<file path="src/hdl/fhc_pkg.sv">
// ----------------------------------------------------------------------------
// Flame cell package
// Sizes, payload types and stage records shared by the flame cell block.
// ----------------------------------------------------------------------------
`default_nettype none

package fhc_pkg;

	// Number of cells in one pass of the strip.
	localparam int CELLS = 64;
	localparam int IDX_W = (CELLS > 1) ? $clog2(CELLS) : 1;

	typedef logic [IDX_W-1:0] idx_t;

	// Payload of one input request.
	typedef struct packed {
		logic [7:0] cooldown;
		logic [7:0] spark_add;
	} cell_in_t;

	// Payload of one result request.
	typedef struct packed {
		logic [7:0] heat;
		logic [7:0] red;
		logic [7:0] green;
		logic [7:0] blue;
		logic       last_cell;
	} pix_out_t;

	// Heat handed from the update stage to the color stage.
	typedef struct packed {
		logic       valid;
		logic [7:0] heat;
		logic       last_cell;
	} heat_stage_t;

endpackage

`default_nettype wire

</file>
<file path="src/hdl/fhc_in_if.sv">
// ----------------------------------------------------------------------------
// Flame cell input channel
// Valid/ready channel carrying the cooldown and spark of one cell.
// ----------------------------------------------------------------------------
`default_nettype none

interface fhc_in_if;

	logic              valid;
	logic              ready;
	fhc_pkg::cell_in_t data;

	modport source (output valid, output data, input ready);
	modport sink (input valid, input data, output ready);

endinterface

`default_nettype wire

</file>
<file path="src/hdl/fhc_out_if.sv">
// ----------------------------------------------------------------------------
// Flame cell output channel
// Valid/ready channel carrying the new heat and color of one cell.
// ----------------------------------------------------------------------------
`default_nettype none

interface fhc_out_if;

	logic              valid;
	logic              ready;
	fhc_pkg::pix_out_t data;

	modport source (output valid, output data, input ready);
	modport sink (input valid, input data, output ready);

endinterface

`default_nettype wire

</file>
<file path="src/hdl/fhc_heat_mem.sv">
// ----------------------------------------------------------------------------
// Flame cell heat store
// One heat byte per cell, one read and one write port, registered read data.
// Per-entry valid bits make never-written entries read as zero after reset.
// ----------------------------------------------------------------------------
`default_nettype none

module fhc_heat_mem (
	input  logic               clk,
	input  logic               arst_n,
	input  logic               rd_en,
	input  fhc_pkg::idx_t      rd_addr,
	output logic [7:0]         rd_data_s1,
	input  logic               wr_en,
	input  fhc_pkg::idx_t      wr_addr,
	input  logic [7:0]         wr_data
);

	logic [7:0]                 mem_q [fhc_pkg::CELLS];
	logic [fhc_pkg::CELLS-1:0]  vld_q;

	// Valid bits are cleared by reset and set by the first write.
	always_ff @(posedge clk or negedge arst_n) begin
		if (!arst_n) begin
			vld_q <= '0;
		end else if (wr_en) begin
			vld_q[wr_addr] <= 1'b1;
		end
	end

	// Storage array and registered read port.
	always_ff @(posedge clk) begin
		if (wr_en) begin
			mem_q[wr_addr] <= wr_data;
		end
		if (rd_en) begin
			rd_data_s1 <= vld_q[rd_addr] ? mem_q[rd_addr] : 8'd0;
		end
	end

endmodule

`default_nettype wire

</file>
<file path="src/hdl/fhc_color_stage.sv">
// ----------------------------------------------------------------------------
// Flame cell color stage
// Maps a heat value to its red and green levels and holds the result request.
// ----------------------------------------------------------------------------
`default_nettype none

module fhc_color_stage (
	input  logic                 clk,
	input  logic                 arst_n,
	input  fhc_pkg::heat_stage_t stage_s2,
	output logic                 advance,
	fhc_out_if.source            pix_out
);

	localparam logic [7:0]  HEAT_SCALE = 8'd191;
	localparam logic [15:0] ROUND_HALF = 16'd127;
	localparam logic [7:0]  HOT_LIMIT  = 8'h80;
	localparam logic [7:0]  WARM_LIMIT = 8'h40;
	localparam logic [7:0]  FULL_RED   = 8'd255;
	localparam logic [7:0]  HOT_GREEN  = 8'd200;
	// 205 / 1024 stands in for 1/5 over the small ranges used here.
	localparam logic [7:0]  RECIP_5    = 8'd205;

	logic              valid_q;
	fhc_pkg::pix_out_t data_q;

	logic [15:0] scaled;
	logic [15:0] scaled_sum;
	logic [7:0]  tone;
	logic [7:0]  ramp;
	logic [17:0] warm_prod;
	logic [13:0] cool_prod;
	logic [7:0]  red_c;
	logic [7:0]  green_c;

	// The whole pipeline moves when this register is empty or being drained.
	assign advance = !valid_q || pix_out.ready;

	// Tone = round(heat * 191 / 255); division by 255 is exact as
	// (x + (x >> 8) + 1) >> 8 over this range.
	always_comb begin
		scaled     = 16'(stage_s2.heat) * 16'(HEAT_SCALE) + ROUND_HALF;
		scaled_sum = scaled + {8'd0, scaled[15:8]} + 16'd1;
		tone       = scaled_sum[15:8];
		ramp       = {tone[5:0], 2'b00};
		warm_prod  = 18'({ramp, 2'b00}) * 18'(RECIP_5);
		cool_prod  = 14'(tone[5:0]) * 14'(RECIP_5);
	end

	// Three bands of the palette: hot, warm and dim.
	always_comb begin
		if (tone > HOT_LIMIT) begin
			red_c   = FULL_RED;
			green_c = HOT_GREEN;
		end else if (tone > WARM_LIMIT) begin
			red_c   = FULL_RED;
			green_c = warm_prod[17:10];
		end else begin
			red_c   = ramp;
			green_c = {4'd0, cool_prod[13:10]};
		end
	end

	// Output register.
	always_ff @(posedge clk or negedge arst_n) begin
		if (!arst_n) begin
			valid_q <= 1'b0;
		end else if (advance) begin
			valid_q <= stage_s2.valid;
		end
	end

	always_ff @(posedge clk) begin
		if (advance && stage_s2.valid) begin
			data_q.heat      <= stage_s2.heat;
			data_q.red       <= red_c;
			data_q.green     <= green_c;
			data_q.blue      <= 8'd0;
			data_q.last_cell <= stage_s2.last_cell;
		end
	end

	assign pix_out.valid = valid_q;
	assign pix_out.data  = data_q;

endmodule

`default_nettype wire

</file>
<file path="src/hdl/fire_heat_cell_stream_unit.sv">
// ----------------------------------------------------------------------------
// Flame cell stream unit
// Per-cell flame update: cool, diffuse from the two previous cells, add the
// spark, store the new heat and map it to a color.
// ----------------------------------------------------------------------------
//  channel   direction  handshake            payload
//  cell_in   sink       valid / ready        cooldown, spark_add
//  pix_out   source     valid / ready        heat, red, green, blue, last_cell
//
//  One cell request is taken per clock, set by the single read-modify-write
//  pass over the heat store; the result then passes the stage 2 register
//  (update and write-back) and the output register (color map), which offers
//  it. Reset clears the heat store's valid bits at once; no clearing pass.
//  When the output is held, the whole pipeline holds and cell_in.ready drops.
// ----------------------------------------------------------------------------
`default_nettype none

module fire_heat_cell_stream_unit (
	input  logic      clk,
	input  logic      arst_n,
	fhc_in_if.sink    cell_in,
	fhc_out_if.source pix_out
);

	localparam fhc_pkg::idx_t LAST_IDX = fhc_pkg::IDX_W'(fhc_pkg::CELLS - 1);
	localparam fhc_pkg::idx_t EDGE_IDX = fhc_pkg::IDX_W'(2);
	// 683 / 2048 stands in for 1/3 for sums up to 765.
	localparam logic [18:0]   RECIP_3  = 19'd683;

	logic                 advance;
	logic                 accept;
	fhc_pkg::idx_t        idx_q;

	logic                 valid_s1;
	logic [7:0]           cooldown_s1;
	logic [7:0]           spark_s1;
	logic                 first_s1;
	logic                 last_s1;
	fhc_pkg::idx_t        idx_s1;
	logic [7:0]           stored_s1;

	logic [7:0]           prev1_q;
	logic [7:0]           prev2_q;

	logic [7:0]           cooled;
	logic [9:0]           mix;
	logic [18:0]          mix_prod;
	logic [7:0]           base;
	logic [8:0]           sum;
	logic [7:0]           heat_new;
	logic                 wr_en;

	fhc_pkg::heat_stage_t stage_s2;

	assign cell_in.ready = advance;
	assign accept        = cell_in.valid && advance;

	// Cell position counter, wraps at the end of each pass.
	always_ff @(posedge clk or negedge arst_n) begin
		if (!arst_n) begin
			idx_q <= '0;
		end else if (accept) begin
			idx_q <= (idx_q == LAST_IDX) ? '0 : idx_q + fhc_pkg::IDX_W'(1);
		end
	end

	// Heat store; an entry is rewritten long before its next read.
	fhc_heat_mem u_heat_mem (
		.clk        (clk),
		.arst_n     (arst_n),
		.rd_en      (accept),
		.rd_addr    (idx_q),
		.rd_data_s1 (stored_s1),
		.wr_en      (wr_en),
		.wr_addr    (idx_s1),
		.wr_data    (heat_new)
	);

	// Stage 1 request registers, filled alongside the store read.
	always_ff @(posedge clk or negedge arst_n) begin
		if (!arst_n) begin
			valid_s1 <= 1'b0;
		end else if (advance) begin
			valid_s1 <= cell_in.valid;
		end
	end

	always_ff @(posedge clk) begin
		if (accept) begin
			cooldown_s1 <= cell_in.data.cooldown;
			spark_s1    <= cell_in.data.spark_add;
			first_s1    <= idx_q < EDGE_IDX;
			last_s1     <= idx_q == LAST_IDX;
			idx_s1      <= idx_q;
		end
	end

	// Cool, diffuse from the two previous cooled values (not for the first two cells), then add the spark.
	always_comb begin
		cooled   = (cooldown_s1 > stored_s1) ? 8'd0 : stored_s1 - cooldown_s1;
		mix      = {2'b00, prev1_q} + {1'b0, prev2_q, 1'b0};
		mix_prod = 19'(mix) * RECIP_3;
		base     = first_s1 ? cooled : mix_prod[18:11];
		sum      = {1'b0, base} + {1'b0, spark_s1};
		heat_new = sum[8] ? 8'hFF : sum[7:0];
	end

	assign wr_en = advance && valid_s1;

	// Cooled values of the last two cells; reset clears them.
	always_ff @(posedge clk or negedge arst_n) begin
		if (!arst_n) begin
			prev1_q <= 8'd0;
			prev2_q <= 8'd0;
		end else if (wr_en) begin
			prev2_q <= prev1_q;
			prev1_q <= cooled;
		end
	end

	// Stage 2 register feeding the color map.
	always_ff @(posedge clk or negedge arst_n) begin
		if (!arst_n) begin
			stage_s2 <= '0;
		end else if (advance) begin
			stage_s2.valid     <= valid_s1;
			stage_s2.heat      <= heat_new;
			stage_s2.last_cell <= last_s1;
		end
	end

	fhc_color_stage u_color_stage (
		.clk      (clk),
		.arst_n   (arst_n),
		.stage_s2 (stage_s2),
		.advance  (advance),
		.pix_out  (pix_out)
	);

endmodule

`default_nettype wire

</file>
<file path="src/flat_wrapper.sv">
// flat-port wrapper written by rule: the top's interface ports become plain ports
module fire_heat_cell_stream_unit_flat 
  (clk, arst_n, cell_in_valid, cell_in_data, cell_in_ready, pix_out_valid, pix_out_data, pix_out_ready);
  fhc_in_if cell_in_i ();
  fhc_out_if pix_out_i ();
  input  logic clk;
  input  logic arst_n;
  input wire logic [$bits(cell_in_i.valid)-1:0] cell_in_valid;
  input wire logic [$bits(cell_in_i.data)-1:0] cell_in_data;
  output wire logic [$bits(cell_in_i.ready)-1:0] cell_in_ready;
  output wire logic [$bits(pix_out_i.valid)-1:0] pix_out_valid;
  output wire logic [$bits(pix_out_i.data)-1:0] pix_out_data;
  input wire logic [$bits(pix_out_i.ready)-1:0] pix_out_ready;
  assign cell_in_i.valid = cell_in_valid;
  assign cell_in_i.data = cell_in_data;
  assign cell_in_ready = cell_in_i.ready;
  assign pix_out_valid = pix_out_i.valid;
  assign pix_out_data = pix_out_i.data;
  assign pix_out_i.ready = pix_out_ready;
  fire_heat_cell_stream_unit u_core (.clk(clk), .arst_n(arst_n), .cell_in(cell_in_i), .pix_out(pix_out_i));
endmodule
</file>
<file path="config.mk">
export PLATFORM = sky130hd
export DESIGN_NAME = fire_heat_cell_stream_unit_flat
export DESIGN_NICKNAME = d
export VERILOG_FILES = /design/src/hdl/fhc_pkg.sv /design/src/hdl/fhc_in_if.sv /design/src/hdl/fhc_out_if.sv /design/src/hdl/fhc_heat_mem.sv /design/src/hdl/fhc_color_stage.sv /design/src/hdl/fire_heat_cell_stream_unit.sv /design/src/flat_wrapper.sv
export SDC_FILE = /design/constraint.sdc
export NUM_CORES = 1
export LEC_CHECK = 0
export ABC_AREA = 1
export BUFFER_PORTS_ARGS = -buffer_cell sky130_fd_sc_hd__buf_4
export CORE_MARGIN = 3
export CORE_UTILIZATION = 35
export DETAILED_ROUTE_END_ITERATION = 16
export PLACE_DENSITY = 0.5
export SYNTH_ARGS = -nofsm -noshare
export SYNTH_HDL_FRONTEND = slang
export SYNTH_SLANG_ARGS = --single-unit
</file>
<file path="constraint.sdc">
create_clock -name clk -period 17.6 [get_ports clk]
set_input_delay 3.52 -clock clk [delete_from_list [all_inputs] [get_ports clk]]
set_output_delay 3.52 -clock clk [all_outputs]
set_load 0.02 [all_outputs]
</file>
## After elaboration in Yosys (flattened, before gate mapping)

Memories as Yosys holds them, arrays and structs flattened. A register that Yosys moved wholly into a read port is not among the register bits.
Cells that the tools add are included.

| storage, ports and cells | value |
|---|---|
| latch bits | 0 |
| memories kept | 1 |
| bits in writable memories | 512 |
| ROM bits | 0 |
| register bits | 147 |
| logic and storage cells | 63 |
| input port bits | 20 |
| output and inout port bits | 35 |

| operators by class | value |
|---|---|
| $add $sub $neg | 7 |
| multiply operators | 4 |
| div/mod/pow operators | 0 |
| bitwise logic cells | 2 |
| shifts and indexed selects | 0 |
| reductions and logical operators | 9 |
| multiplexer cells | 12 |
| $lt $le $gt $ge | 7 |
| equality and inequality tests | 1 |

Memory list:

| name | depth | bits a word | rd ports | clocked after Yosys merged registers in | write ports | line | text |
|---|---|---|---|---|---|---|---|
| u_core.u_heat_mem.mem_q | 64 | 8 | 1 | 1 | 1 | fhc_heat_mem.sv:19 | `logic [7:0] mem_q [fhc_pkg::CELLS];` |

Operators by type and width:

| cell | count |
|---|---|
| 64-bit bitwise OR | 1 |
| 8-bit 2-to-1 mux | 4 |
| 6-bit by 8-bit multiplier with 14-bit output (second input constant) | 2 |
| 10-bit by 10-bit multiplier with 19-bit output (second input constant) | 1 |
| 16-bit by 1-bit adder with 16-bit output (second input constant) | 1 |
| 16-bit by 7-bit adder with 16-bit output (second input constant) | 1 |
| 16-bit by 8-bit adder with 16-bit output | 1 |
| 8-bit by 8-bit multiplier with 16-bit output (second input constant) | 1 |
| 6-bit by 7-bit < comparator with 1-bit output (second input constant) | 2 |
| 8-bit by 9-bit adder with 10-bit output | 1 |
| 8-bit by 8-bit adder with 9-bit output | 1 |
| 8-bit by 7-bit greater-than comparator with 1-bit output (second input constant) | 1 |
| 8-bit greater-than comparator | 1 |
| 8-bit greater-than comparator (second input constant) | 1 |
| 8-bit subtractor | 1 |
| 6-bit by 1-bit adder with 6-bit output (second input constant) | 1 |
| 1-bit binary-select mux with 6-bit select | 1 |
| 1-bit demux with 6-bit select | 1 |
| 6-bit == test (second input constant) | 1 |
| 6-bit by 1-bit >= comparator with 1-bit output (second input constant) | 1 |
| 6-bit by 2-bit < comparator with 1-bit output (second input constant) | 1 |
| 6-bit 2-to-1 mux | 1 |
| 1-bit logical AND | 4 |
| 1-bit 2-to-1 mux | 4 |
| other kinds (5) | 7 |

## Depth between registers and ports, before layout

Gate-level depths: netlist (run 1).

| logic depth | value |
|---|---|
| depth in word-level cells | 7 |
| gate-level depth with buffers | 48 |

## Cells and area by module

A second synthesis (run 1) with hierarchy kept.

| unflattened totals | value |
|---|---|
| cell total of the unflattened synthesis | 3280 |
| area total of the unflattened synthesis | 33632.3 µm² |

Modules (own cells, without submodules):

| module | area an instance (µm²) | instances | cells each |
|---|---|---|---|
| fhc_heat_mem | 24038.1 | 1 | 2102 |
| fire_heat_cell_stream_unit | 5217.5 | 1 | 627 |
| fhc_color_stage | 4376.7 | 1 | 551 |

## Worst setup path after synthesis (run 1)

OpenSTA, ideal clock, no wires.

| path | value |
|---|---|
| kind | register to register |
| start point | register u_core.prev2_q[0] |
| end point | memory u_core.u_heat_mem.mem_q[0][5], data pin |
| setup slack | 8.443 ns |
| cell stages (with the launch flop) | 34 |
| arrival time | 8.445 ns |
| path through | dfrtp_1 > ha_1 > fa_1 > nand3_1 > nand2_1 > a21oi_1 > o21ai_0 > xnor2_1 > inv_1 > ha_1 > ha_1 > fa_1 > inv_1 > fa_1 > inv_1 > fa_1 > ha_1 > a21oi_1 > o21ai_0 > a21oi_1 > nor2_1 > a211oi_1 > or2_2 > nand2_1 > xnor2_1 > a21oi_1 > ha_1 > nand3_1 > nand2_1 > nand2_1 > a21oi_1 > nor2_1 > nor2_1 > o21ai_0 |

| between the ends | value |
|---|---|
| cells in the longest elaborated chain, start to end | 5 |

RTL lines:

| item | line | text |
|---|---|---|
| start: declaration | fire_heat_cell_stream_unit.sv:43 | `logic [7:0] prev2_q;` |
| start signal: assignment | fire_heat_cell_stream_unit.sv:116 | `prev2_q <= prev1_q;` |
| 8-bit by 9-bit adder with 10-bit output | fire_heat_cell_stream_unit.sv:101 | `mix = {2'b00, prev1_q} + {1'b0, prev2_q, 1'b0};` |
| 10-bit by 10-bit multiplier with 19-bit output | fire_heat_cell_stream_unit.sv:102 | `mix_prod = 19'(mix) * RECIP_3;` |
| 8-bit 2-to-1 mux | fire_heat_cell_stream_unit.sv:103 | `base = first_s1 ? cooled : mix_prod[18:11];` |
| 8-bit by 8-bit adder with 9-bit output | fire_heat_cell_stream_unit.sv:104 | `sum = {1'b0, base} + {1'b0, spark_s1};` |
| 8-bit 2-to-1 mux | fire_heat_cell_stream_unit.sv:105 | `heat_new = sum[8] ? 8'hFF : sum[7:0];` |
| net u_core.heat_new[5] | fire_heat_cell_stream_unit.sv:50 | `logic [7:0] heat_new;` |
| end: declaration | fhc_heat_mem.sv:19 |  |

The timed path passes the listed nets, and every way through them passes these cells.

## Final worst setup path (run 1)

| path | value |
|---|---|
| start point | register, netlist name u_core.stage_s2[5] |
| end point | register u_core.u_color_stage.data_q (netlist bit u_core.u_color_stage.pix_out.data[12]), data pin |

| between the ends | value |
|---|---|
| cells in the longest elaborated chain, start to end | 6 |

RTL lines:

| item | line | text |
|---|---|---|
| 8-bit by 8-bit multiplier with 16-bit output (*) | fhc_color_stage.sv:42 | `scaled = 16'(stage_s2.heat) * 16'(HEAT_SCALE) + ROUND_HALF;` |
| 16-bit by 7-bit adder with 16-bit output (*) | fhc_color_stage.sv:42 |  |
| 16-bit by 8-bit adder with 16-bit output (*) | fhc_color_stage.sv:43 | `scaled_sum = scaled + {8'd0, scaled[15:8]} + 16'd1;` |
| 16-bit by 1-bit adder with 16-bit output (*) | fhc_color_stage.sv:43 |  |
| 6-bit by 8-bit multiplier with 14-bit output / 8-bit by 7-bit greater-than comparator with 1-bit output (equally long branches) | fhc_color_stage.sv:46, fhc_color_stage.sv:47, fhc_color_stage.sv:55 |  |
| 8-bit 2-to-1 mux | fhc_color_stage.sv:55 | `end else if (tone > WARM_LIMIT) begin` |
| end: declaration | fhc_color_stage.sv:25 | `fhc_pkg::pix_out_t data_q;` |

Every way passes the cells marked *; elsewhere a longest branch is shown, timed or not.
A chain may end at the register's enable or synchronous reset.

==> run summary, run 1 <==
WL per Instance -> 20.7 um
post-CTS sizing -> 0
final hold viol count -> 0
Remaining DRCs -> 0
Synth cell types -> 52
skew final -> 27.4 ps
IO Port Bufs -> 46
routed vias/inst -> 5.18
clk slew on worst S/H paths -> 60 ps
Setup TNS Final -> 0 ps
CP Class -> register to register
met2 wire len -> 39100 um
vias in the first global route -> 21000
antenna-violating nets left -> 0
Sink Count -> 666
max cap viols -> 0
Layout Cells excl Fill -> 4094
synth warn -> 0
dpl cells -> 3960
cells after synthesis -> 2856
CP Launch Type -> register
core footprint -> 0.0892 mm2
share of flip-flops with an asynchronous set or reset -> 0.147
Setup-failing EPs final -> 0
top_reg_cell synth -> edfxtp_1
CTS tree -> built
Rel. slew slack -> 0.250
Crit Path Max Fanout -> 7
Post-Synthesis Mean Instance Area -> 11.1 um2
Pre-Repair DR Iteration Count -> 6
H-tree Lvls -> 3
status -> completed
Worst-Skew Late Latency -> 620 ps
Post-CTS Setup Bufs -> 0
Max clock buf depth -> 3
Pins Over Slew Limit -> 0
Rows -> 109
CP Capture Type -> register
Seq/Total Area, Yosys -> 0.614
met3 wire length -> 4570 um
DIE HEIGHT -> 307 um
global placement routability congestion -> 0.865
Detail Placement HPWL -> 52300 um
final hold slack -> 448 ps
GRT overflow -> 0
Fmax -> 0.115 GHz
EDFF count, synth -> 568
Post-Layout Inst Area -> 0.0357 mm2
via count -> 21200
die footprint -> 0.0944 mm2
Worst Tran Pin Value -> 1120 ps
Critical Path AT -> 9040 ps
first-pass GRT wire length -> 130000 um
total track usage -> 0.179
final worst-path cycle share -> 0.492
critical path required time -> 17980 ps
M1 WL -> 38800 um
nets -> 3094
slowest stage delay, CP -> 650 ps
Yosys reg bits -> 666
initial cell density of the core -> 0.356
most used cell, CP -> inv_1
share of cells above drive strength 1 -> 0.0949
Num CTS Buffers -> 72
initial antenna violation count -> 0
Netlist Area Pre-Place -> 0.0318 mm2
post-layout min period -> 8660 ps
I/O Pins -> 55
DRT Wirelength -> 84700 um
Tightest Hold Check Type -> register to register
RSZ-0062 raised after global routing -> false
top layer in use -> met4
slowest CP cell -> fa_1
Syn-to-layout area delta -> 12.4%
1st-iter DRT viols -> 1500
largest net degree at the start of global routing -> 173
Post-DP Area -> 0.0333 mm2
diodes inserted -> 0
root buffer cell -> clkbuf_16
hold buffer count at cts -> 0
Die W -> 307 um
## through the flow
stage               setup slack [ps]   util
detailed placement              8860  0.374
global route                    8330  0.400
finish                          8940  0.400
CTS                             8870  0.400
global placement                8860  0.374
floorplan                       8440      -
## cell usage after synthesis, types with 2 or more instances
cell type  instances  area, um2
a221oi_1           3       26.3
nand2_4            6       67.6
buf_1              2       7.51
buf_4              9       67.6
inv_1            244        916
ha_1             146       1830
nor2_1           395       1480
dfrtp_1           98       2450
nand2_1          326       1220
fa_1              59       1180
xnor2_1           15        131
nand3_1           72        360
a211oi_1           2       15.0
nand4_1           44        275
a21oi_1          103        515
nor3_1             8       40.0
o21ai_0          356       1780
xor2_1            22        193
inv_2              2       7.51
mux2i_1            4       40.0
o22ai_1          132        826
a22o_1             2       17.5
nand2_2           14       87.6
o211ai_1           2       15.0
a21oi_2            2       17.5
clkinv_1           4       15.0
edfxtp_1         568      17100
nand3b_1           7       52.6
o21bai_1           4       30.0
or2_2             42        263
nand3_2            7       70.1
nor2_2             3       18.8
clkbuf_1         129        484
a31oi_1            6       37.5
## worst paths after layout
kind,startpoint,endpoint,slack [ps],cells past startpoint
min in group asynchronous,arst_n,u_core.stage_s2[8],2880,1
max reg2reg,u_core.stage_s2[5],u_core.u_color_stage.pix_out.data[12],8940,43
min,u_core.stage_s2[0],u_core.u_color_stage.pix_out.data[0],450,0
min reg2reg,u_core.stage_s2[0],u_core.u_color_stage.pix_out.data[0],450,0
max,u_core.stage_s2[5],u_core.u_color_stage.pix_out.data[12],8940,43
max in group asynchronous,arst_n,u_core.idx_q[0],13250,2
## cells in the final DEF (no fill, tap or decap), types with 10 or more instances in the layout
cell type  instances
edfxtp_1         568
nor2_1           391
o21ai_0          354
nand2_1          321
inv_1            243
ha_1             146
o22ai_1          132
a21oi_1          103
dfrtp_1           96
clkbuf_16         74
nand3_1           72
buf_4             71
fa_1              59
nand4_1           44
or2_2             42
xor2_1            22
clkbuf_1          21
nand2_2           19
xnor2_1           15
clkbuf_8          12
clkinv_1          10
## worst max-delay path: cells and delay by family, from the launching register on
| family | cells | cell delay (ps) |
|---|---|---|
| compound gates | 6 | 800 |
| xor+xnor | 1 | 300 |
| fa+ha+maj | 10 | 4490 |
| buf+inv | 10 | 680 |
| flops | 1 | 490 |
| simple gates | 16 | 1670 |
## layer usage
metal | up-vias | track usage
met5 | - | 0
met4 | 0 | 0.0508
met3 | 120 | 0.0262
met2 | 574 | 0.288
met1 | 10500 | 0.252
li1 | 9999 | -
## cell type report
type / instances / area (um2)
Fill cell: 8552 / 53500
Sequential cell: 666 / 19500
Multi-Input combinational cell: 1805 / 10800
Clock buffer: 107 / 2100
Tap cell: 1165 / 1460
Inverter: 251 / 951
Timing Repair Buffer: 73 / 573
Clock inverter: 27 / 294
## flip-flops by register name, summed over array words and instances, names as in the netlist
signal	count
u_core.u_heat_mem.rd_data_s1	8
u_core.cooldown_s1	8
u_core.idx_q	6
u_core.first_s1	1
u_core.u_color_stage.pix_out.data	24
u_core.idx_s1	6
u_core.spark_s1	8
u_core.last_s1	1
u_core.valid_s1	1
u_core.stage_s2	10
u_core.u_color_stage.pix_out.valid	1
u_core.u_heat_mem.mem_q	512
u_core.u_heat_mem.vld_q	64
u_core.prev2_q	8
u_core.prev1_q	8
## kinds of logic (layout without fill, tap and decap cells)
kind of cell	count (synthesis)	after routing	synth area share
AOI/OAI and AO/OA	621	621	0.106
xor gates and xnor gates	38	38	0.0107
adders and majority gates	205	205	0.0947
buffers and inverters	392	458	0.0475
DFF	666	666	0.614
muxes	4	4	0.00126
other	1	8	0.000118
and+or+nand+nor	929	929	0.126
Power of run 1 is left out: the tool's default activity adds up to more than one toggle a clock period on the data nets, which glitch-free logic cannot reach.
==> run 2: changes to the inputs <==
--- a/config.mk
+++ b/config.mk
@@ -10,7 +10,7 @@
 export CORE_MARGIN = 3
 export CORE_UTILIZATION = 35
 export DETAILED_ROUTE_END_ITERATION = 16
-export PLACE_DENSITY = 0.5
+export PLACE_DENSITY = 0.52
 export SYNTH_ARGS = -nofsm -noshare
 export SYNTH_HDL_FRONTEND = slang
 export SYNTH_SLANG_ARGS = --single-unit
==> constraint.sdc (replaced) <==
create_clock -name clk -period 7.6 [get_ports clk]
set_input_delay 1.52 -clock clk [delete_from_list [all_inputs] [get_ports clk]]
set_output_delay 1.52 -clock clk [all_outputs]
set_load 0.02 [all_outputs]
==> run 2 against run 1 <==
Critical path depth rose by 1. Utilization is 2.2 points higher. Via count rose by 3.3%. Critical path type unchanged. Clock skew is 20 ps higher. Worst setup slack worse by 8900 ps. Global-route usage fell by 0.20 points.
==> run summary, run 2 (synthesized netlist as in run 1, its figures left out) <==
routed vias/inst -> 5.19
post-layout min period -> 7580 ps
first-pass GRT wire length -> 129000 um
largest net degree at the start of global routing -> 215
most common cell after layout, fill and taps aside -> edfxtp_1
Fill cells -> 8420
clk slew on worst S/H paths -> 60 ps
final hold slack -> 456 ps
Worst-Skew Late Latency -> 650 ps
slowest CP cell -> fa_1
final worst-path cycle share -> 0.998
CP Capture Type -> register
Setup-failing EPs final -> 0
Max clock buf depth -> 3
CP Launch Type -> register
Critical Path AT -> 7940 ps
max cap viols -> 0
skew final -> 47.6 ps
CTS tree -> built
diodes inserted -> 0
IO Port Bufs -> 46
1st-iter DRT viols -> 1965
cell family with most CP delay -> adder cells
Setup TNS Final -> 0 ps
dpl cells -> 4070
Fmax -> 0.132 GHz
slowest stage delay, CP -> 540 ps
H-tree Lvls -> 3
Multi-input gate area -> 0.0115 mm2
root buffer cell -> clkbuf_16
Crit path buffers/inverters -> 10
I/O Pins -> 55
nets -> 3223
DRT Wirelength -> 85700 um
antenna-violating nets left -> 0
Die W -> 307 um
DIE HEIGHT -> 307 um
Crit Path Max Fanout -> 3
total track usage -> 0.177
WL per Instance -> 20.3 um
hold buffer count at cts -> 0
Detail Placement HPWL -> 53800 um
pre-CTS setup slack -> -218 ps
Tightest Hold Check Type -> register to register
Rows -> 109
worst setup margin -> 15.6 ps
Remaining DRCs -> 0
RSZ-0062 raised after global routing -> true
GRT overflow -> 0
Largest Register -> u_core.u_heat_mem.mem_q
Num CTS Buffers -> 72
CP Class -> register to register
share of cells above drive strength 1 -> 0.173
initial antenna violation count -> 1
die footprint -> 0.0944 mm2
via count -> 21900
status -> completed
initial cell density of the core -> 0.356
Worst Tran Pin Value -> 1110 ps
Pins Over Slew Limit -> 0
Pre-Repair DR Iteration Count -> 5
global placement routability congestion -> 0.858
vias in the first global route -> 21500
max reg flops -> 512
commonest cells after routing, fill and taps aside -> edfxtp_1, nor2_1, o21ai_0
Rel. slew slack -> 0.257
final hold viol count -> 0
Sequential Area -> 0.0195 mm2
Sink Count -> 666
most used cell, CP -> inv_2
Layout Cells excl Fill -> 4222
Syn-to-layout area delta -> 18.6%
core footprint -> 0.0892 mm2
critical path required time -> 7960 ps
## run 2: cell types whose count changed in the layout (fill, tap and decap cells not counted), moves of 16 or more
cell / delta
inv_2: +19
ha_1: -26
buf_4: +106
nand2_1: -19
inv_1: -20
ha_4: +24
nand2_2: +16
## run 2: worst min-delay path, cell delays in order, from the launching register on
cell and delay (ps):
dfrtp_1 320, inv_1 40, o21ai_0 60
## run 2: final cells by class
type / count / area share
Clock buffer: 98 / 0.0525
Clock inverter: 35 / 0.0144
Inverter: 251 / 0.0254
Multi-Input combinational cell: 1805 / 0.304
Sequential cell: 666 / 0.518
Tap cell: 1165 / 0.0387
Timing Repair Buffer: 202 / 0.0471
## run 2: what timing repair did
item | 4_1_cts | 5_1_grt
cloned | 0 | 2
pin swaps | 17 | 65
resized for setup | 31 | 101
setup buffers | 5 | 12
endpoints found under the setup margin | 8 | 528
## run 2: metrics by stage
stage,area [um2],utilization
4_1_cts,37200,0.417
2_1_floorplan,31900,-
3_3_place_gp,34500,0.386
5_1_grt,37700,0.422
3_5_place_dp,34500,0.386
6_report,37700,0.422
## run 2: final timing paths
path                                                  from                                    to  slack, ps  cells past startpoint
worst max-delay path                    u_core.stage_s2[7]  u_core.u_color_stage.pix_out.data[9]         20                     44
worst min-delay path            u_core.u_heat_mem.vld_q[9]            u_core.u_heat_mem.vld_q[9]        460                      2
worst max register to register          u_core.stage_s2[7]  u_core.u_color_stage.pix_out.data[9]         20                     44
worst min register to register  u_core.u_heat_mem.vld_q[9]            u_core.u_heat_mem.vld_q[9]        460                      2
max in group asynchronous                           arst_n                       u_core.idx_q[0]       5300                      2
min in group asynchronous                           arst_n                    u_core.stage_s2[1]        840                      1
## run 2: layer usage
metal,global-route usage,up-vias,part of all wire
li1,-,10200,-
met1,0.237,11000,0.44
met2,0.289,569,0.47
met3,0.0337,158,0.055
met4,0.0610,0,0.035
met5,0,-,0
Power of run 2 is left out for the same reason.
